$ cat src/rtl/urfr_pkg.sv
`timescale 1ns / 1ps
// ---------------------------------------------------------------------------
// urfr_pkg
// Types and constants of the remote flash requester.
// ---------------------------------------------------------------------------
package urfr_pkg;

	localparam int FIFO_DEPTH_DEF = 64;
	localparam int CHUNK_SIZE_DEF = 32;

	localparam logic [7:0] HDR_BYTE  = 8'h57;
	localparam logic [7:0] KEEP_BYTE = 8'h4B;
	localparam logic [7:0] ACK_BYTE  = 8'h06;
	localparam logic [7:0] NAK_BYTE  = 8'h07;

	// header bytes that follow the leading 'W'
	localparam logic [3:0] HDR_TAIL = 4'd9;

	localparam logic [23:0] ACK_WAIT_RST   = 24'd300000;
	localparam logic [31:0] CHUNK_WAIT_RST = 32'd3000000;

	// configuration register indexes
	localparam logic [0:0] REG_ACK_WAIT   = 1'b0;
	localparam logic [0:0] REG_CHUNK_WAIT = 1'b1;

	typedef enum logic [2:0] {
		OP_WRITE   = 3'd0,
		OP_READ    = 3'd1,
		OP_ERASE   = 3'd2,
		OP_KEEP    = 3'd3,
		OP_RX      = 3'd4,
		OP_PAYLOAD = 3'd5,
		OP_TICK    = 3'd6
	} opcode_t;

	typedef enum logic [1:0] {
		ST_OK      = 2'd0,
		ST_BAD_ACK = 2'd1,
		ST_TIMEOUT = 2'd2
	} status_t;

	typedef enum logic [2:0] {
		PH_IDLE    = 3'd0,
		PH_ACK1    = 3'd1,
		PH_PAYLOAD = 3'd2,
		PH_ACK2    = 3'd3,
		PH_RDWAIT  = 3'd4,
		PH_RDDRAIN = 3'd5
	} phase_t;

	typedef struct packed {
		logic       tx_valid;
		logic [7:0] tx_byte;
		logic       data_valid;
		logic [7:0] data_byte;
		logic       done;
		status_t    status;
		logic       busy;
		logic       last;
	} res_t;

endpackage

$ cat src/rtl/uart_remote_flash_requester_unit.sv
`timescale 1ns / 1ps
// Path: the first result of an item goes through the input register, then the result register.
// Throughput: one item per cycle while the result register is not stalled; a start item holds
// the input while the header shift register sends the rest of its ten bytes.
// Reset: control state, pointers and counters clear and limits return to their reset values
// at once (arst_n low); FIFO contents are not cleared and need no clearing pass.
// ---------------------------------------------------------------------------
// uart_remote_flash_requester_unit
// Requester for flash on a remote machine over a UART byte link: sends
// headers and payload, waits for acknowledges, drains read data in chunks.
// ---------------------------------------------------------------------------
module uart_remote_flash_requester_unit
	import urfr_pkg::*;
#(
	parameter int FIFO_DEPTH = FIFO_DEPTH_DEF,
	parameter int CHUNK_SIZE = CHUNK_SIZE_DEF
) (
	input  logic        clk,
	input  logic        arst_n,
	// configuration write port
	input  logic        cfg_we,
	input  logic [0:0]  cfg_index,
	input  logic [31:0] cfg_data,
	// input item channel
	input  logic        in_valid,
	output logic        in_stall,
	input  logic [2:0]  opcode,
	input  logic [31:0] address,
	input  logic [31:0] length,
	input  logic [7:0]  value,
	// result item channel
	output logic        out_valid,
	input  logic        out_stall,
	output logic        tx_valid,
	output logic [7:0]  tx_byte,
	output logic        data_valid,
	output logic [7:0]  data_byte,
	output logic        done_res,
	output logic [1:0]  status,
	output logic        busy_res,
	output logic        last
);

	localparam int PW   = (FIFO_DEPTH > 1) ? $clog2(FIFO_DEPTH) : 1;
	localparam int CNTW = $clog2(FIFO_DEPTH + 1);
	localparam int SZW  = $clog2(CHUNK_SIZE + 1);
	localparam int CMPW = (CNTW > SZW) ? CNTW : SZW;

	// ---------------------------------------------------------------
	// Configuration registers
	// ---------------------------------------------------------------
	logic [23:0] ack_wait_limit_q;
	logic [31:0] chunk_wait_limit_q;

	always_ff @(posedge clk or negedge arst_n) begin
		if (!arst_n) begin
			ack_wait_limit_q   <= ACK_WAIT_RST;
			chunk_wait_limit_q <= CHUNK_WAIT_RST;
		end else if (cfg_we) begin
			unique case (cfg_index)
				REG_ACK_WAIT:   ack_wait_limit_q   <= cfg_data[23:0];
				REG_CHUNK_WAIT: chunk_wait_limit_q <= cfg_data;
				default: ;
			endcase
		end
	end

	// ---------------------------------------------------------------
	// Handshake control
	// ---------------------------------------------------------------
	logic       valid_s1;
	opcode_t    opcode_s1;
	logic [31:0] address_s1;
	logic [31:0] length_s1;
	logic [7:0] value_s1;

	logic       out_valid_q;
	logic [71:0] hdr_q;
	logic [3:0] hdr_cnt_q;

	logic out_free;
	logic hdr_busy;
	logic go_s1;
	logic in_accept;

	// The result register is free when empty or being taken this cycle.
	assign out_free  = !out_valid_q || !out_stall;
	// Header bytes still waiting to go out own the result register.
	assign hdr_busy  = (hdr_cnt_q != 4'd0);
	assign go_s1     = valid_s1 && out_free && !hdr_busy;
	assign in_stall  = valid_s1 && !go_s1;
	assign in_accept = in_valid && !in_stall;

	// Input register: hold the item until it can be processed.
	always_ff @(posedge clk or negedge arst_n) begin
		if (!arst_n) begin
			valid_s1 <= 1'b0;
		end else if (in_accept) begin
			valid_s1 <= 1'b1;
		end else if (go_s1) begin
			valid_s1 <= 1'b0;
		end
	end

	always_ff @(posedge clk) begin
		if (in_accept) begin
			opcode_s1  <= opcode_t'(opcode);
			address_s1 <= address;
			length_s1  <= length;
			value_s1   <= value;
		end
	end

	// ---------------------------------------------------------------
	// Receive FIFO: memory with registered read of the head entry
	// ---------------------------------------------------------------
	logic [7:0]      fifo_mem [FIFO_DEPTH];
	logic [PW-1:0]   wr_ptr_q;
	logic [PW-1:0]   rd_ptr_q;
	logic [PW-1:0]   rd_ptr_d;
	logic [CNTW-1:0] count_q;
	logic [7:0]      mem_rd_q;
	logic            byp_q;
	logic [7:0]      byp_data_q;
	logic [7:0]      head;
	logic            push;
	logic            pop;

	assign rd_ptr_d = !pop ? rd_ptr_q :
		(rd_ptr_q == PW'(FIFO_DEPTH - 1)) ? '0 : rd_ptr_q + PW'(1);

	// Bypass a write into the entry that becomes the head next cycle.
	assign head = byp_q ? byp_data_q : mem_rd_q;

	always_ff @(posedge clk) begin
		if (push) begin
			fifo_mem[wr_ptr_q] <= value_s1;
		end
		mem_rd_q   <= fifo_mem[rd_ptr_d];
		byp_q      <= push && (wr_ptr_q == rd_ptr_d);
		byp_data_q <= value_s1;
	end

	always_ff @(posedge clk or negedge arst_n) begin
		if (!arst_n) begin
			wr_ptr_q <= '0;
			rd_ptr_q <= '0;
			count_q  <= '0;
		end else begin
			rd_ptr_q <= rd_ptr_d;
			if (push) begin
				wr_ptr_q <= (wr_ptr_q == PW'(FIFO_DEPTH - 1)) ? '0 : wr_ptr_q + PW'(1);
				count_q  <= count_q + CNTW'(1);
			end else if (pop) begin
				count_q  <= count_q - CNTW'(1);
			end
		end
	end

	// ---------------------------------------------------------------
	// Protocol state
	// ---------------------------------------------------------------
	phase_t         phase_q;
	phase_t         phase_d;
	logic [1:0]     cur_op_q;
	logic [1:0]     cur_op_d;
	logic [31:0]    bytes_left_q;
	logic [31:0]    bytes_left_d;
	logic [SZW-1:0] chunk_left_q;
	logic [SZW-1:0] chunk_left_d;
	logic [31:0]    wait_timer_q;
	logic [31:0]    wait_timer_d;

	always_ff @(posedge clk or negedge arst_n) begin
		if (!arst_n) begin
			phase_q      <= PH_IDLE;
			cur_op_q     <= 2'd0;
			bytes_left_q <= '0;
			chunk_left_q <= '0;
			wait_timer_q <= '0;
		end else if (go_s1) begin
			phase_q      <= phase_d;
			cur_op_q     <= cur_op_d;
			bytes_left_q <= bytes_left_d;
			chunk_left_q <= chunk_left_d;
			wait_timer_q <= wait_timer_d;
		end
	end

	// ---------------------------------------------------------------
	// Next state and first result of the item in the input register
	// ---------------------------------------------------------------
	res_t           res;
	logic           hdr_load;
	logic           fifo_push;
	logic           fifo_pop;
	logic [31:0]    timer_inc;
	logic [31:0]    bytes_dec;
	logic [SZW-1:0] chunk_sz;
	logic [SZW-1:0] chunk_now;
	logic [SZW-1:0] chunk_dec;
	logic           chunk_ready;

	assign push = go_s1 && fifo_push;
	assign pop  = go_s1 && fifo_pop;

	always_comb begin
		phase_d      = phase_q;
		cur_op_d     = cur_op_q;
		bytes_left_d = bytes_left_q;
		chunk_left_d = chunk_left_q;
		wait_timer_d = wait_timer_q;
		res          = '0;
		hdr_load     = 1'b0;
		fifo_push    = 1'b0;
		fifo_pop     = 1'b0;

		timer_inc = wait_timer_q + 32'd1;
		bytes_dec = bytes_left_q - 32'd1;
		// next chunk: the rest of the read, at most one chunk
		chunk_sz  = (bytes_left_q < 32'(CHUNK_SIZE)) ? SZW'(bytes_left_q) : SZW'(CHUNK_SIZE);
		chunk_ready = CMPW'(count_q) >= CMPW'(chunk_sz);
		chunk_now = (phase_q == PH_RDWAIT) ? chunk_sz : chunk_left_q;
		chunk_dec = chunk_now - SZW'(1);

		unique case (opcode_s1) inside
			OP_WRITE, OP_READ, OP_ERASE: begin
				if (phase_q == PH_IDLE) begin
					res.tx_valid = 1'b1;
					res.tx_byte  = HDR_BYTE;
					hdr_load     = 1'b1;
					cur_op_d     = opcode_s1[1:0];
					bytes_left_d = length_s1;
					chunk_left_d = '0;
					wait_timer_d = '0;
					phase_d      = PH_ACK1;
				end
			end
			OP_KEEP: begin
				if (phase_q == PH_IDLE) begin
					res.tx_valid = 1'b1;
					res.tx_byte  = KEEP_BYTE;
					cur_op_d     = 2'd3;
					bytes_left_d = '0;
					chunk_left_d = '0;
					wait_timer_d = '0;
					phase_d      = PH_ACK1;
				end
			end
			OP_RX: begin
				// drop the byte when the FIFO is full
				fifo_push = (count_q < CNTW'(FIFO_DEPTH));
			end
			OP_PAYLOAD: begin
				if (phase_q == PH_PAYLOAD) begin
					res.tx_valid = 1'b1;
					res.tx_byte  = value_s1;
					bytes_left_d = bytes_dec;
					if (bytes_dec == 32'd0) begin
						wait_timer_d = '0;
						phase_d      = PH_ACK2;
					end
				end
			end
			OP_TICK: begin
				unique case (phase_q) inside
					PH_ACK1, PH_ACK2: begin
						if (count_q != '0) begin
							fifo_pop     = 1'b1;
							wait_timer_d = '0;
							if (head != ACK_BYTE) begin
								res.done   = 1'b1;
								res.status = ST_BAD_ACK;
								phase_d    = PH_IDLE;
							end else if (phase_q == PH_ACK2 || cur_op_q[1]) begin
								// erase, keepalive, or second acknowledge of a write
								res.done = 1'b1;
								phase_d  = PH_IDLE;
							end else if (cur_op_q == 2'd0) begin
								phase_d = (bytes_left_q == 32'd0) ? PH_ACK2 : PH_PAYLOAD;
							end else if (bytes_left_q == 32'd0) begin
								res.done = 1'b1;
								phase_d  = PH_IDLE;
							end else begin
								phase_d = PH_RDWAIT;
							end
						end else begin
							wait_timer_d = timer_inc;
							if (timer_inc >= {8'd0, ack_wait_limit_q}) begin
								wait_timer_d = '0;
								res.done     = 1'b1;
								res.status   = ST_TIMEOUT;
								phase_d      = PH_IDLE;
							end
						end
					end
					PH_RDWAIT, PH_RDDRAIN: begin
						if (phase_q == PH_RDDRAIN || chunk_ready) begin
							// deliver one buffered byte of the chunk
							fifo_pop       = 1'b1;
							res.data_valid = 1'b1;
							res.data_byte  = head;
							bytes_left_d   = bytes_dec;
							chunk_left_d   = chunk_dec;
							phase_d        = PH_RDDRAIN;
							if (chunk_dec == '0) begin
								res.tx_valid = 1'b1;
								res.tx_byte  = ACK_BYTE;
								wait_timer_d = '0;
								if (bytes_dec == 32'd0) begin
									res.done = 1'b1;
									phase_d  = PH_IDLE;
								end else begin
									phase_d = PH_RDWAIT;
								end
							end
						end else begin
							wait_timer_d = timer_inc;
							if (timer_inc >= chunk_wait_limit_q) begin
								wait_timer_d = '0;
								res.tx_valid = 1'b1;
								res.tx_byte  = NAK_BYTE;
							end
						end
					end
					default: ;
				endcase
			end
			default: ;
		endcase

		res.busy = (phase_d != PH_IDLE);
		// a start leaves nine header bytes to follow
		res.last = !hdr_load;
	end

	// ---------------------------------------------------------------
	// Result register and header serializer
	// ---------------------------------------------------------------
	logic hdr_shift;
	logic out_load;
	res_t hdr_res;
	res_t out_q;

	assign hdr_shift = hdr_busy && out_free;
	assign out_load  = hdr_shift || go_s1;

	always_comb begin
		hdr_res          = '0;
		hdr_res.tx_valid = 1'b1;
		hdr_res.tx_byte  = hdr_q[7:0];
		hdr_res.busy     = 1'b1;
		hdr_res.last     = (hdr_cnt_q == 4'd1);
	end

	always_ff @(posedge clk or negedge arst_n) begin
		if (!arst_n) begin
			out_valid_q <= 1'b0;
			hdr_cnt_q   <= 4'd0;
		end else begin
			if (out_load) begin
				out_valid_q <= 1'b1;
			end else if (!out_stall) begin
				out_valid_q <= 1'b0;
			end
			if (hdr_shift) begin
				hdr_cnt_q <= hdr_cnt_q - 4'd1;
			end else if (go_s1 && hdr_load) begin
				hdr_cnt_q <= HDR_TAIL;
			end
		end
	end

	always_ff @(posedge clk) begin
		if (hdr_shift) begin
			out_q <= hdr_res;
			hdr_q <= {8'h00, hdr_q[71:8]};
		end else if (go_s1) begin
			out_q <= res;
			if (hdr_load) begin
				// opcode byte, then address and length, little-endian
				hdr_q <= {length_s1, address_s1, 6'd0, opcode_s1[1:0] + 2'd1};
			end
		end
	end

	assign out_valid  = out_valid_q;
	assign tx_valid   = out_q.tx_valid;
	assign tx_byte    = out_q.tx_byte;
	assign data_valid = out_q.data_valid;
	assign data_byte  = out_q.data_byte;
	assign done_res   = out_q.done;
	assign status     = out_q.status;
	assign busy_res   = out_q.busy;
	assign last       = out_q.last;

endmodule

$ cat config.mk
export PLATFORM = sky130hd
export DESIGN_NAME = uart_remote_flash_requester_unit
export DESIGN_NICKNAME = d
export VERILOG_FILES = /design/src/rtl/urfr_pkg.sv /design/src/rtl/uart_remote_flash_requester_unit.sv
export SDC_FILE = /design/constraint.sdc
export NUM_CORES = 1
export LEC_CHECK = 0
export BUFFER_PORTS_ARGS = -buffer_cell sky130_fd_sc_hd__buf_2
export CAP_MARGIN = 20
export CORE_MARGIN = 2
export CORE_UTILIZATION = 60
export CTS_CLUSTER_DIAMETER = 150
export CTS_CLUSTER_SIZE = 24
export DETAILED_ROUTE_END_ITERATION = 6
export GPL_TIMING_DRIVEN = 0
export PLACE_DENSITY = 0.8
export SLEW_MARGIN = 20
export SYNTH_ARGS = -nofsm -noshare
export SYNTH_HDL_FRONTEND = slang
export SYNTH_SLANG_ARGS = --single-unit
$ cat constraint.sdc
create_clock -name clk -period 6.2 [get_ports clk]
set_input_delay 0.93 -clock clk [delete_from_list [all_inputs] [get_ports clk]]
set_output_delay 0.93 -clock clk [all_outputs]
set_load 0.02 [all_outputs]
==> reports/metrics.yaml <==
ant_nets: 0
synth_top_flop_cell: "edfxtp_1"
instances_no_fill: 4130
clk_path_buf_depth: 3
syn_area_sq_um: 38050
final_hold_viol_count: 0
grt_pass1_wl_microns: 148400
port_buffers: 137
core-area_sq_um: 62850
arrival_ns: 6.58
yosys_warnings: 0
grt.overflow.total: 0
synthCells: 3043
skew_ns: 0.02207
area_delta_synth_final_pct: 9.351
diodes: 0
peakVddDrop_v: 0.0003189
grt_use_total_pct: 29.23
via_per_inst: 6.214
synth_seq_cells: 855
finalCriticalPeriod_ns: 6.076
drt_iter0_markers: 2955
firstDrtPassIters: 6
pin_count: 138
h-tree-depth: 2
avgRoutedWirePerCell_microns: 23.47
drv_cap: 0
path_max_fanout: 10
seq_area_frac_synth_pct: 64.45
numClockSinks: 855
cts_root_buf: "clkbuf_16"
die_w_microns: 255.8
synthesis.nets: 3238
grt_max_degree: 100
max_freq_ghz: 0.1646
cellLeakagePower_uw: 0.01608
synth_area_per_cell_sq_um: 12.51
antenna_found_initial: 0
crit_required_ns: 6.70
crit_type: "flop to flop"
die-area_sq_um: 65450
wl_microns: 96920
endpoint_kind: "flop"
fillers: 4574
vias: 25662
cts_made_buffers: 41
rows: 92
synth_async_sr_flop_share_pct: 18.25
dp_hpwl_microns: 70090
final_nets: 3446
setup_tns_ns: 0
die_h_microns: 255.8
start_util_pct: 60.55
drc: 0
maxSlewViolCount: 0
clkTransAtPathRegs_ns: 0.11
fin_hold_ws_ns: 0.2295
fin_crit_sh_pct: 98.01
gp_congestion: 0.9748
drive_above_1_share_pct: 13.19
pwr_density_cell_nw_per_um2: 356.7
outcome: "complete, no violations"
cts_tree: "done"
setup_viol: 0
dp.cells: 4053
synth-edff-count: 660
holdCritPathClass: "input port to async pin"
synth_cell_types: 101
clock_latency_ns: 0.62
relSlewSlack_pct: 28.86
worstMarginPinSlew_ns: 1.064
grt_pass1_vias: 25566
critPathLaunchType: "flop"
==> through the flow <==
stage                     worst slack (ns)  power (uW)  util (%)  area, sq um
final                               0.1236       14840     66.21        41610
after global placement             -0.9715       11500     63.32        39800
after floorplan                     0.7502       10110         -        38050
after CTS                        0.0004743       14740     66.16        41580
after global routing              -0.02107       15410     66.21        41610
after detailed placement           -0.1020       11710     64.17        40330
==> report_power, final <==
group / internal, uW / leakage, uW / switching, uW
clock: 1310 / 0.000577 / 1780
combinational: 1740 / 0.00726 / 3100
sequential: 6580 / 0.00824 / 341
total: 9620 / 0.0161 / 5220
==> cells in the final DEF, fill, tap and decap left out, types with 21 or more instances in the layout <==
cell / n
clkbuf_1: 105
a211oi_1: 45
clkbuf_16: 42
a22oi_1: 27
nand2_1: 531
nor2_1: 164
o31ai_1: 34
buf_2: 184
a21oi_1: 102
inv_1: 89
ha_1: 81
mux2i_1: 189
nand4_1: 28
dfrtp_1: 138
nor3_1: 31
o21ai_0: 118
a31oi_1: 21
dfxtp_1: 39
buf_8: 22
mux2_2: 66
nand3_1: 74
xnor2_1: 40
a21o_1: 22
and3_1: 74
edfxtp_1: 660
==> worst max-delay path, stage by stage, from the launching register on <==
cell	delay (ns)
dfrtp_1	0.42
or2_1	0.21
clkbuf_1	0.22
or4_1	0.52
nor4_4	0.41
clkbuf_2	0.32
nand2_1	0.15
inv_1	0.09
ha_1	0.22
nand2b_1	0.14
a31oi_1	0.20
o21ai_1	0.16
a21oi_1	0.39
o21a_1	0.31
buf_4	0.22
buf_4	0.23
buf_2	0.39
a21oi_1	0.12
a22oi_1	0.19
o22ai_1	0.11
o21ai_0	0.50
nor4b_2	0.42
==> cell type report <==
cell class	instances	area (sq um)	area share (%)
Clock inverter	3	47.55	0.1143
Sequential cell	855	24530	58.94
Clock buffer	73	1167	2.805
Tap cell	846	1059	2.544
Timing Repair Buffer	165	1206	2.899
Multi-Input combinational cell	1934	12450	29.92
Buffer	160	792.0	1.903
Inverter	94	362.8	0.8720
==> synthesized netlist by cell type (all sizes together) (18+ instances only) <==
cell type / instances / area share (%)
a211oi: 45 / 0.89
a21o: 22 / 0.43
a21oi: 102 / 1.3
a22oi: 27 / 0.53
a31oi: 22 / 0.40
and3: 74 / 1.2
buf: 84 / 1.3
clkbuf: 76 / 0.75
dfrtp: 138 / 9.1
dfstp: 18 / 1.2
dfxtp: 39 / 2.1
edfxtp: 660 / 52
ha: 81 / 2.7
inv: 92 / 0.92
mux2: 73 / 2.2
mux2i: 189 / 5.0
nand2: 533 / 5.3
nand3: 74 / 0.97
nand4: 30 / 0.55
nor2: 167 / 1.7
nor3: 36 / 0.55
nor4: 31 / 0.66
o21ai: 127 / 1.7
o22ai: 20 / 0.33
o31ai: 34 / 0.67
xnor2: 40 / 0.92
==> metal layers <==
layer  share of wire [%]  GRT usage (%)  wire [microns]
met5                   0              0               0
met3                 8.7          4.417            8395
met4                 3.6          10.67            3471
met1                  39          39.65           38210
met2                  48          48.32           46840
==> cells by family after synthesis <==
| kind of cell | synth area share [%] |
|---|---|
| AND/OR/NAND/NOR | 12.73 |
| buffers and inverters | 3.028 |
| AO/OA/AOI/OAI | 8.631 |
| flip-flops | 64.45 |
| XOR/XNOR | 1.312 |
| adder cells (fa/ha/maj) | 2.716 |
| multiplexers | 7.132 |
==> sequential cells by signal, indices dropped and copies added, names as in the netlist, 7 cells and up <==
| name | cells |
|---|---|
| value_s1 | 8 |
| length_s1 | 32 |
| wait_timer_q | 32 |
| chunk_wait_limit_q | 32 |
| data_byte | 8 |
| count_q | 7 |
| fifo_mem | 512 |
| hdr_q | 72 |
| ack_wait_limit_q | 24 |
| byp_data_q | 8 |
| bytes_left_q | 32 |
| address_s1 | 32 |
| mem_rd_q | 8 |
| tx_byte | 8 |
==> timing repair <==
item / CTS / global route
gates resized for setup: 7 / 8
endpoints found under the setup margin: 6 / 8
setup buffers: 0 / 1
pin swaps: 0 / 1
hold buffers: 0 / 0
hold endpoints to repair: 0 / 0
gates cloned: 0 / 0
==> final timing paths <==
| kind | slack, ns | startpoint | endpoint | cells past startpoint |
|---|---|---|---|---|
| max | 0.12 | bytes_left_q[27]$_DFFE_PN0P_ | mem_rd_q[7]$_DFF_P_ | 21 |
| max reg2reg | 0.12 | bytes_left_q[27]$_DFFE_PN0P_ | mem_rd_q[7]$_DFF_P_ | 21 |
| min | 0.23 | arst_n | bytes_left_q[18]$_DFFE_PN0P_ | 1 |
| min in group clk | 0.46 | hdr_q[71]$_SDFFE_PP0P_ | hdr_q[71]$_SDFFE_PP0P_ | 2 |
| max in group asynchronous | 5.05 | arst_n | ack_wait_limit_q[7]$_DFFE_PN1P_ | 2 |
| min reg2reg | 0.46 | hdr_q[71]$_SDFFE_PP0P_ | hdr_q[71]$_SDFFE_PP0P_ | 2 |
No activity file was read; power rests on OpenSTA's default activity.
